$ cat config.mk
export PLATFORM = sky130hd
export DESIGN_NAME = victim_cache_swap
export DESIGN_NICKNAME = d
export VERILOG_FILES = /design/src/rtl/vcs_pkg.sv /design/src/rtl/victim_cache_swap.sv /design/src/rtl/vcs_lookup.sv /design/src/rtl/vcs_entries.sv
export SDC_FILE = /design/constraint.sdc
export NUM_CORES = 1
export LEC_CHECK = 0
export ABC_AREA = 1
export CAP_MARGIN = 5
export CORE_ASPECT_RATIO = 0.75
export CORE_MARGIN = 5
export CORE_UTILIZATION = 57
export DETAILED_ROUTE_END_ITERATION = 10
export DONT_BUFFER_PORTS = 1
export HOLD_SLACK_MARGIN = 0.1
export PLACE_DENSITY = 0.72
export SYNTH_ARGS = -nofsm -noshare
export SYNTH_HDL_FRONTEND = slang
export SYNTH_SLANG_ARGS = --single-unit
$ cat constraint.sdc
create_clock -name clk -period 6.6 [get_ports clk]
set_clock_uncertainty 0.2 [all_clocks]
set_input_delay 0.33 -clock clk [delete_from_list [all_inputs] [get_ports clk]]
set_output_delay 0.33 -clock clk [all_outputs]
set_load 0.02 [all_outputs]
$ cat src/rtl/vcs_pkg.sv
// Package for the victim buffer: sizes, result codes and the lookup record.
// No dependencies; every other file of the block imports it.
package vcs_pkg;

	localparam int ENTRIES = 8;
	localparam int WAY_W   = $clog2(ENTRIES);
	localparam int ADDR_W  = 32;

	typedef logic [ADDR_W-1:0] addr_t;
	typedef logic [WAY_W-1:0]  way_t;

	typedef enum logic [1:0] {
		KIND_HIT       = 2'd0,
		KIND_MISS      = 2'd1,
		KIND_WRITEBACK = 2'd2
	} kind_t;

	// Outcome of one lookup: which way to rewrite and what goes back out.
	typedef struct packed {
		way_t  way;
		kind_t kind;
		addr_t ret_addr;
		logic  ret_dirty;
	} lookup_t;

endpackage

$ cat src/rtl/victim_cache_swap.sv
// Victim buffer top level: input register, lookup and entry update, result register.
// Depends on vcs_pkg, vcs_lookup and vcs_entries.
//
// Usage:
//   Input channel (in_valid/in_ready) carries one request item: the block address
//   the main cache is looking for and the block it is evicting with its dirty mark.
//   Output channel (out_valid/out_ready) returns exactly one item per request:
//   hit with the swapped-out block, miss, or miss with a dirty block to write back.
//   Path: an accepted item is captured in the input register; its lookup result is then
//   captured in the result register, which drives out_valid.
//   Throughput: one item per cycle while out_ready does not stall; the lookup over all
//   eight entries, the LRU select and the entry/age update all happen between the
//   input register and the result register, so each item sees the state left by
//   the one before it.
//   Stall: while out_ready is low the result register holds; one more item waits in
//   the input register, then in_ready drops until the result is taken.
//   Reset: arst_n clears all valid and dirty marks and restores the LRU order to the
//   entry index; no clearing pass is needed, so items are taken right after reset.
module victim_cache_swap import vcs_pkg::*; (
	input  logic        clk,
	input  logic        arst_n,
	input  logic        in_valid,
	output logic        in_ready,
	input  logic [31:0] request_address,
	input  logic [31:0] incoming_address,
	input  logic        incoming_dirty,
	output logic        out_valid,
	input  logic        out_ready,
	output logic [1:0]  result_kind,
	output logic [31:0] returned_address,
	output logic        returned_dirty
);

	// input register
	logic  valid_s1;
	addr_t req_s1;
	addr_t inc_s1;
	logic  inc_dirty_s1;

	// result register
	logic  out_valid_q;
	kind_t kind_q;
	addr_t ret_addr_q;
	logic  ret_dirty_q;

	logic                           advance;
	lookup_t                        lk;
	logic [ENTRIES-1:0][ADDR_W-1:0] entry_addr;
	logic [ENTRIES-1:0]             entry_valid;
	logic [ENTRIES-1:0]             entry_dirty;
	logic [ENTRIES-1:0][WAY_W-1:0]  entry_age;

	// advance the held item once the result register is free or being emptied
	assign advance  = valid_s1 && (!out_valid_q || out_ready);
	assign in_ready = !valid_s1 || advance;

	always_ff @(posedge clk or negedge arst_n) begin
		if (!arst_n) begin
			valid_s1 <= 1'b0;
		end else if (in_ready) begin
			valid_s1 <= in_valid;
		end
	end

	always_ff @(posedge clk) begin
		if (in_ready && in_valid) begin
			req_s1       <= request_address;
			inc_s1       <= incoming_address;
			inc_dirty_s1 <= incoming_dirty;
		end
	end

	vcs_lookup u_lookup (
		.req_addr    (req_s1),
		.entry_addr  (entry_addr),
		.entry_valid (entry_valid),
		.entry_dirty (entry_dirty),
		.entry_age   (entry_age),
		.lk          (lk)
	);

	// entries change only when the item actually moves into the result register
	vcs_entries u_entries (
		.clk         (clk),
		.arst_n      (arst_n),
		.upd_en      (advance),
		.upd_way     (lk.way),
		.inc_addr    (inc_s1),
		.inc_dirty   (inc_dirty_s1),
		.entry_addr  (entry_addr),
		.entry_valid (entry_valid),
		.entry_dirty (entry_dirty),
		.entry_age   (entry_age)
	);

	always_ff @(posedge clk or negedge arst_n) begin
		if (!arst_n) begin
			out_valid_q <= 1'b0;
		end else if (advance) begin
			out_valid_q <= 1'b1;
		end else if (out_ready) begin
			out_valid_q <= 1'b0;
		end
	end

	always_ff @(posedge clk) begin
		if (advance) begin
			kind_q      <= lk.kind;
			ret_addr_q  <= lk.ret_addr;
			ret_dirty_q <= lk.ret_dirty;
		end
	end

	assign out_valid        = out_valid_q;
	assign result_kind      = kind_q;
	assign returned_address = ret_addr_q;
	assign returned_dirty   = ret_dirty_q;

endmodule

$ cat src/rtl/vcs_lookup.sv
// Lookup logic: match search, LRU way select and result formation.
// Depends on vcs_pkg.
module vcs_lookup import vcs_pkg::*; (
	input  addr_t                    req_addr,
	input  logic [ENTRIES-1:0][ADDR_W-1:0] entry_addr,
	input  logic [ENTRIES-1:0]       entry_valid,
	input  logic [ENTRIES-1:0]       entry_dirty,
	input  logic [ENTRIES-1:0][WAY_W-1:0]  entry_age,
	output lookup_t                  lk
);

	logic  hit;
	way_t  hit_way;
	way_t  lru_way;
	way_t  way;

	always_comb begin
		hit     = 1'b0;
		hit_way = '0;
		lru_way = '0;
		// scan downward so the lowest matching index wins
		for (int i = ENTRIES - 1; i >= 0; i--) begin
			if (entry_valid[i] && entry_addr[i] == req_addr) begin
				hit     = 1'b1;
				hit_way = way_t'(i);
			end
			if (entry_age[i] == way_t'(ENTRIES - 1)) begin
				lru_way = way_t'(i);
			end
		end
	end

	assign way = hit ? hit_way : lru_way;

	always_comb begin
		lk.way = way;
		if (hit) begin
			lk.kind      = KIND_HIT;
			lk.ret_addr  = entry_addr[way];
			lk.ret_dirty = entry_dirty[way];
		end else if (entry_valid[way] && entry_dirty[way]) begin
			lk.kind      = KIND_WRITEBACK;
			lk.ret_addr  = entry_addr[way];
			lk.ret_dirty = 1'b0;
		end else begin
			lk.kind      = KIND_MISS;
			lk.ret_addr  = '0;
			lk.ret_dirty = 1'b0;
		end
	end

endmodule

$ cat src/rtl/vcs_entries.sv
// Entry storage: addresses, valid and dirty marks, LRU ages and their update.
// Depends on vcs_pkg.
module vcs_entries import vcs_pkg::*; (
	input  logic                     clk,
	input  logic                     arst_n,
	input  logic                     upd_en,
	input  way_t                     upd_way,
	input  addr_t                    inc_addr,
	input  logic                     inc_dirty,
	output logic [ENTRIES-1:0][ADDR_W-1:0] entry_addr,
	output logic [ENTRIES-1:0]       entry_valid,
	output logic [ENTRIES-1:0]       entry_dirty,
	output logic [ENTRIES-1:0][WAY_W-1:0]  entry_age
);

	logic [ENTRIES-1:0][ADDR_W-1:0] addr_q;
	logic [ENTRIES-1:0]             valid_q;
	logic [ENTRIES-1:0]             dirty_q;
	logic [ENTRIES-1:0][WAY_W-1:0]  age_q;
	way_t                           old_age;

	assign old_age = age_q[upd_way];

	always_ff @(posedge clk) begin
		if (upd_en) begin
			addr_q[upd_way] <= inc_addr;
		end
	end

	always_ff @(posedge clk or negedge arst_n) begin
		if (!arst_n) begin
			valid_q <= '0;
			dirty_q <= '0;
			for (int i = 0; i < ENTRIES; i++) begin
				age_q[i] <= way_t'(i);
			end
		end else if (upd_en) begin
			valid_q[upd_way] <= 1'b1;
			dirty_q[upd_way] <= inc_dirty;
			// age everything younger than the touched way, then make it MRU
			for (int i = 0; i < ENTRIES; i++) begin
				if (way_t'(i) == upd_way) begin
					age_q[i] <= '0;
				end else if (age_q[i] < old_age) begin
					age_q[i] <= age_q[i] + way_t'(1);
				end
			end
		end
	end

	assign entry_addr  = addr_q;
	assign entry_valid = valid_q;
	assign entry_dirty = dirty_q;
	assign entry_age   = age_q;

endmodule

==> impl_metrics.env <==
export IMPL_cts_sinks=398
export IMPL_grt_pass1_vias=14780
export IMPL_p_sw_share_pct=26.03
export IMPL_synth_area_mm2=0.01938
export IMPL_grt_antenna_before_repair=2
export IMPL_vias=16070
export IMPL_hold_violations=0
export IMPL_synthCells=1919
export IMPL_yosysTopAreaCell="edfxtp_1"
export IMPL_rsz0062_at_grt="false"
export IMPL_vias_per_cell=6.503
export IMPL_path_max_fanout=39
export IMPL_p_leak_nw=8.603
export IMPL_insertion_delay_ns=0.57
export IMPL_drv_slew=0
export IMPL_syn_nets=2012
export IMPL_cts_tree="yes"
export IMPL_pwr_share_seq_pct=52.4
export IMPL_synth_cell_types=46
export IMPL_hp_class="in -> reg"
export IMPL_path_class="reg -> reg"
export IMPL_globalplace_congestion=1.083
export IMPL_layout_commonest_cell="nand2_1"
export IMPL_grt_max_degree=66
export IMPL_ir_drop_uv=431.5
export IMPL_wirelength_mm=73.60
export IMPL_overflow=0
export IMPL_whs_ns=0.1879
export IMPL_finalSetupTns_ns=0
export IMPL_portBuffers=0
export IMPL_switchingPower_mw=1.520
export IMPL_ctsLongestPathBuffers=3
export IMPL_grt_pass1_wl_mm=104.7
export IMPL_min_period_ns=5.534
export IMPL_p_int_mw=4.319
export IMPL_drt_iter0_drc=3100
export IMPL_die_y_um=169.7
export IMPL_synthToLayoutAreaGrowth_pct=12.65
export IMPL_status="complete, no violations"
export IMPL_die_x_um=222.9
export IMPL_nets=2083
export IMPL_core_rowCount=58
export IMPL_cp_end_kind="flip-flop"
export IMPL_synth_top_area_share_pct=55.17
export IMPL_die_area_mm2=0.03782
export IMPL_yosysWarnings=0
export IMPL_mostFrequentLayoutCells="446 x nand2_1, 356 x edfxtp_1, 206 x inv_1, 160 x o22ai_1, 148 x nor2_1"
export IMPL_fillerInstances=2642
export IMPL_synth_edff_count=356
export IMPL_tightest_slew_ns=1.088
export IMPL_async_flop_share_pct=10.55
export IMPL_setup_viol=0
export IMPL_remaining_drc_errors=0
export IMPL_pwr_share_clk_pct=39.1
export IMPL_cts_setup_buffers=0
export IMPL_start_util_pct=57.79
export IMPL_worstPathRequired_ns=6.91
export IMPL_ctsHtreeMaxLevel=2
export IMPL_max_clock_freq_ghz=0.1807
export IMPL_power_frac_comb_pct=8.4
export IMPL_clock_root_buffer="clkbuf_16"
export IMPL_routedWlPerCell_um=29.78
export IMPL_avgSynthCellArea_um2=10.10
export IMPL_pwr_density_cell_mw_per_mm2=267.5
export IMPL_core_mm2=0.03353
export IMPL_ant_nets=0
export IMPL_synth_seq_area_share_pct=60.67
export IMPL_crit_path_start_kind="flip-flop"
export IMPL_maxCapViolCount=0
export IMPL_grtUsageTotal_pct=38.36
export IMPL_hpwlAfterDp_mm=52.28
export IMPL_ys_flop_type="edfxtp_1"
export IMPL_drive_gt1_share_pct=10.15
export IMPL_fin_crit_sh_pct=83.85
export IMPL_critPathArrivalTime_ns=5.84
export IMPL_cts_buffers=39
export IMPL_ioPinCount=106
export IMPL_relSlewSlack_pct=26.68
export IMPL_synth_seq_cells=398
export IMPL_ys_top_cells_by_area="edfxtp_1 55%, nand2_1 8.6%, o22ai_1 5.2%"
export IMPL_dr_pass1_iters=5
export IMPL_cts_reportedPaths_clkPinSlew_ns=0.07
what timing repair did:
| action | in CTS | in global routing |
|---|---|---|
| hold buffers | 73 | 0 |
| gates resized for setup | 0 | 0 |
| endpoints found under the hold margin | 109 | 0 |
cell families after synthesis:
family | count (synthesis) | synth area share (%)
AO/OA/AOI/OAI | 326 | 9.996
buffers and inverters | 301 | 6.683
XOR/XNOR | 62 | 2.803
AND/OR/NAND/NOR | 808 | 18.29
flip-flops | 398 | 60.67
adder cells (fa/ha/maj) | 24 | 1.550
worst max-delay path: stages (launching register included):
cell and delay [ns]:
edfxtp_1 0.72, inv_1 0.40, nand2_1 0.15, nand2_1 0.06
nor2_1 0.27, nand2_1 0.12, nor2_1 0.09, nand3_1 0.16
o21ai_2 0.25, nand3_1 0.12, nand2_1 0.10, nand2_2 0.06
nand2_4 0.13, nand3_2 0.20, buf_4 0.36, o22ai_1 0.47
o31a_1 0.62, ha_1 0.36, nand2_1 0.09, inv_1 0.06
nand2_1 0.10, nand3_1 0.14, inv_1 0.13, nand2_1 0.06
nand2_1 0.05
per-stage QoR:
stage	instance area [um2]	total power, mW	cells	utilization [%]	setup WS [ns]
3_5_place_dp	19800	3.529	2326	59.06	1.591
6_report	21830	5.840	2471	65.10	1.066
4_1_cts	21820	5.804	2469	65.09	1.552
3_3_place_gp	19800	3.525	2326	59.06	1.635
2_1_floorplan	19380	3.326	1919	-	2.284
5_1_grt	21820	5.984	2469	65.09	1.045
cells in the mapped netlist, types with 24 or more instances:
master	number
o22ai_1	160
xnor2_1	54
buf_2	28
nand4_1	41
ha_1	24
nand2_1	446
edfxtp_1	356
nor2_1	155
nor2_2	40
nand3_1	73
o21ai_0	110
inv_1	208
dfrtp_1	30
final timing paths:
path,cells past startpoint,from,slack [ns],end
max in group asynchronous,4,arst_n,4.05,u_entries.entry_age[18]
min,1,incoming_address[8],0.19,inc_s1[8]
min reg2reg,2,u_entries.entry_valid[5],0.28,u_entries.entry_valid[5]
max,24,req_s1[13],1.07,u_entries.entry_age[13]
min in group asynchronous,3,arst_n,0.69,u_entries.entry_dirty[5]
max reg2reg,24,req_s1[13],1.07,u_entries.entry_age[13]
power groups by stage:
stage	sequential (mW)	clock, mW	combinational (mW)
after floorplan	3.03	0	0.293
after global placement	3.10	0	0.422
after detailed placement	3.10	0	0.424
after CTS	3.05	2.28	0.471
after global routing	3.07	2.40	0.517
final	3.06	2.29	0.493
sequential cells by signal, indices dropped and copies added, names as in the netlist, 2 cells and up:
name and flops:
u_entries.entry_addr 256, result_kind 2, u_entries.entry_valid 8, req_s1 32, inc_s1 32, u_entries.entry_dirty 8
returned_address 32, u_entries.entry_age 24
metal layers:
| metal | routed length, um | vias up | GRT usage (%) |
|---|---|---|---|
| li1 | - | 6741 | - |
| met1 | 29560 | 7737 | 59.19 |
| met2 | 28880 | 1428 | 51.81 |
| met3 | 13080 | 160 | 14.13 |
| met4 | 2033 | 4 | 9.105 |
| met5 | 34 | - | 0 |
area by class of cell:
type	count	area [um2]	share of cell area (%)
Multi-Input combinational cell	1220	6382	29.24
Clock inverter	20	235.2	1.078
Sequential cell	398	11760	53.86
Clock buffer	50	1037	4.752
Inverter	234	882.1	4.041
Tap cell	450	563.0	2.580
Timing Repair Buffer	97	965.9	4.425
Antenna cell	2	5.005	0.02293
Note: power is estimated with default switching activity, not from simulation.
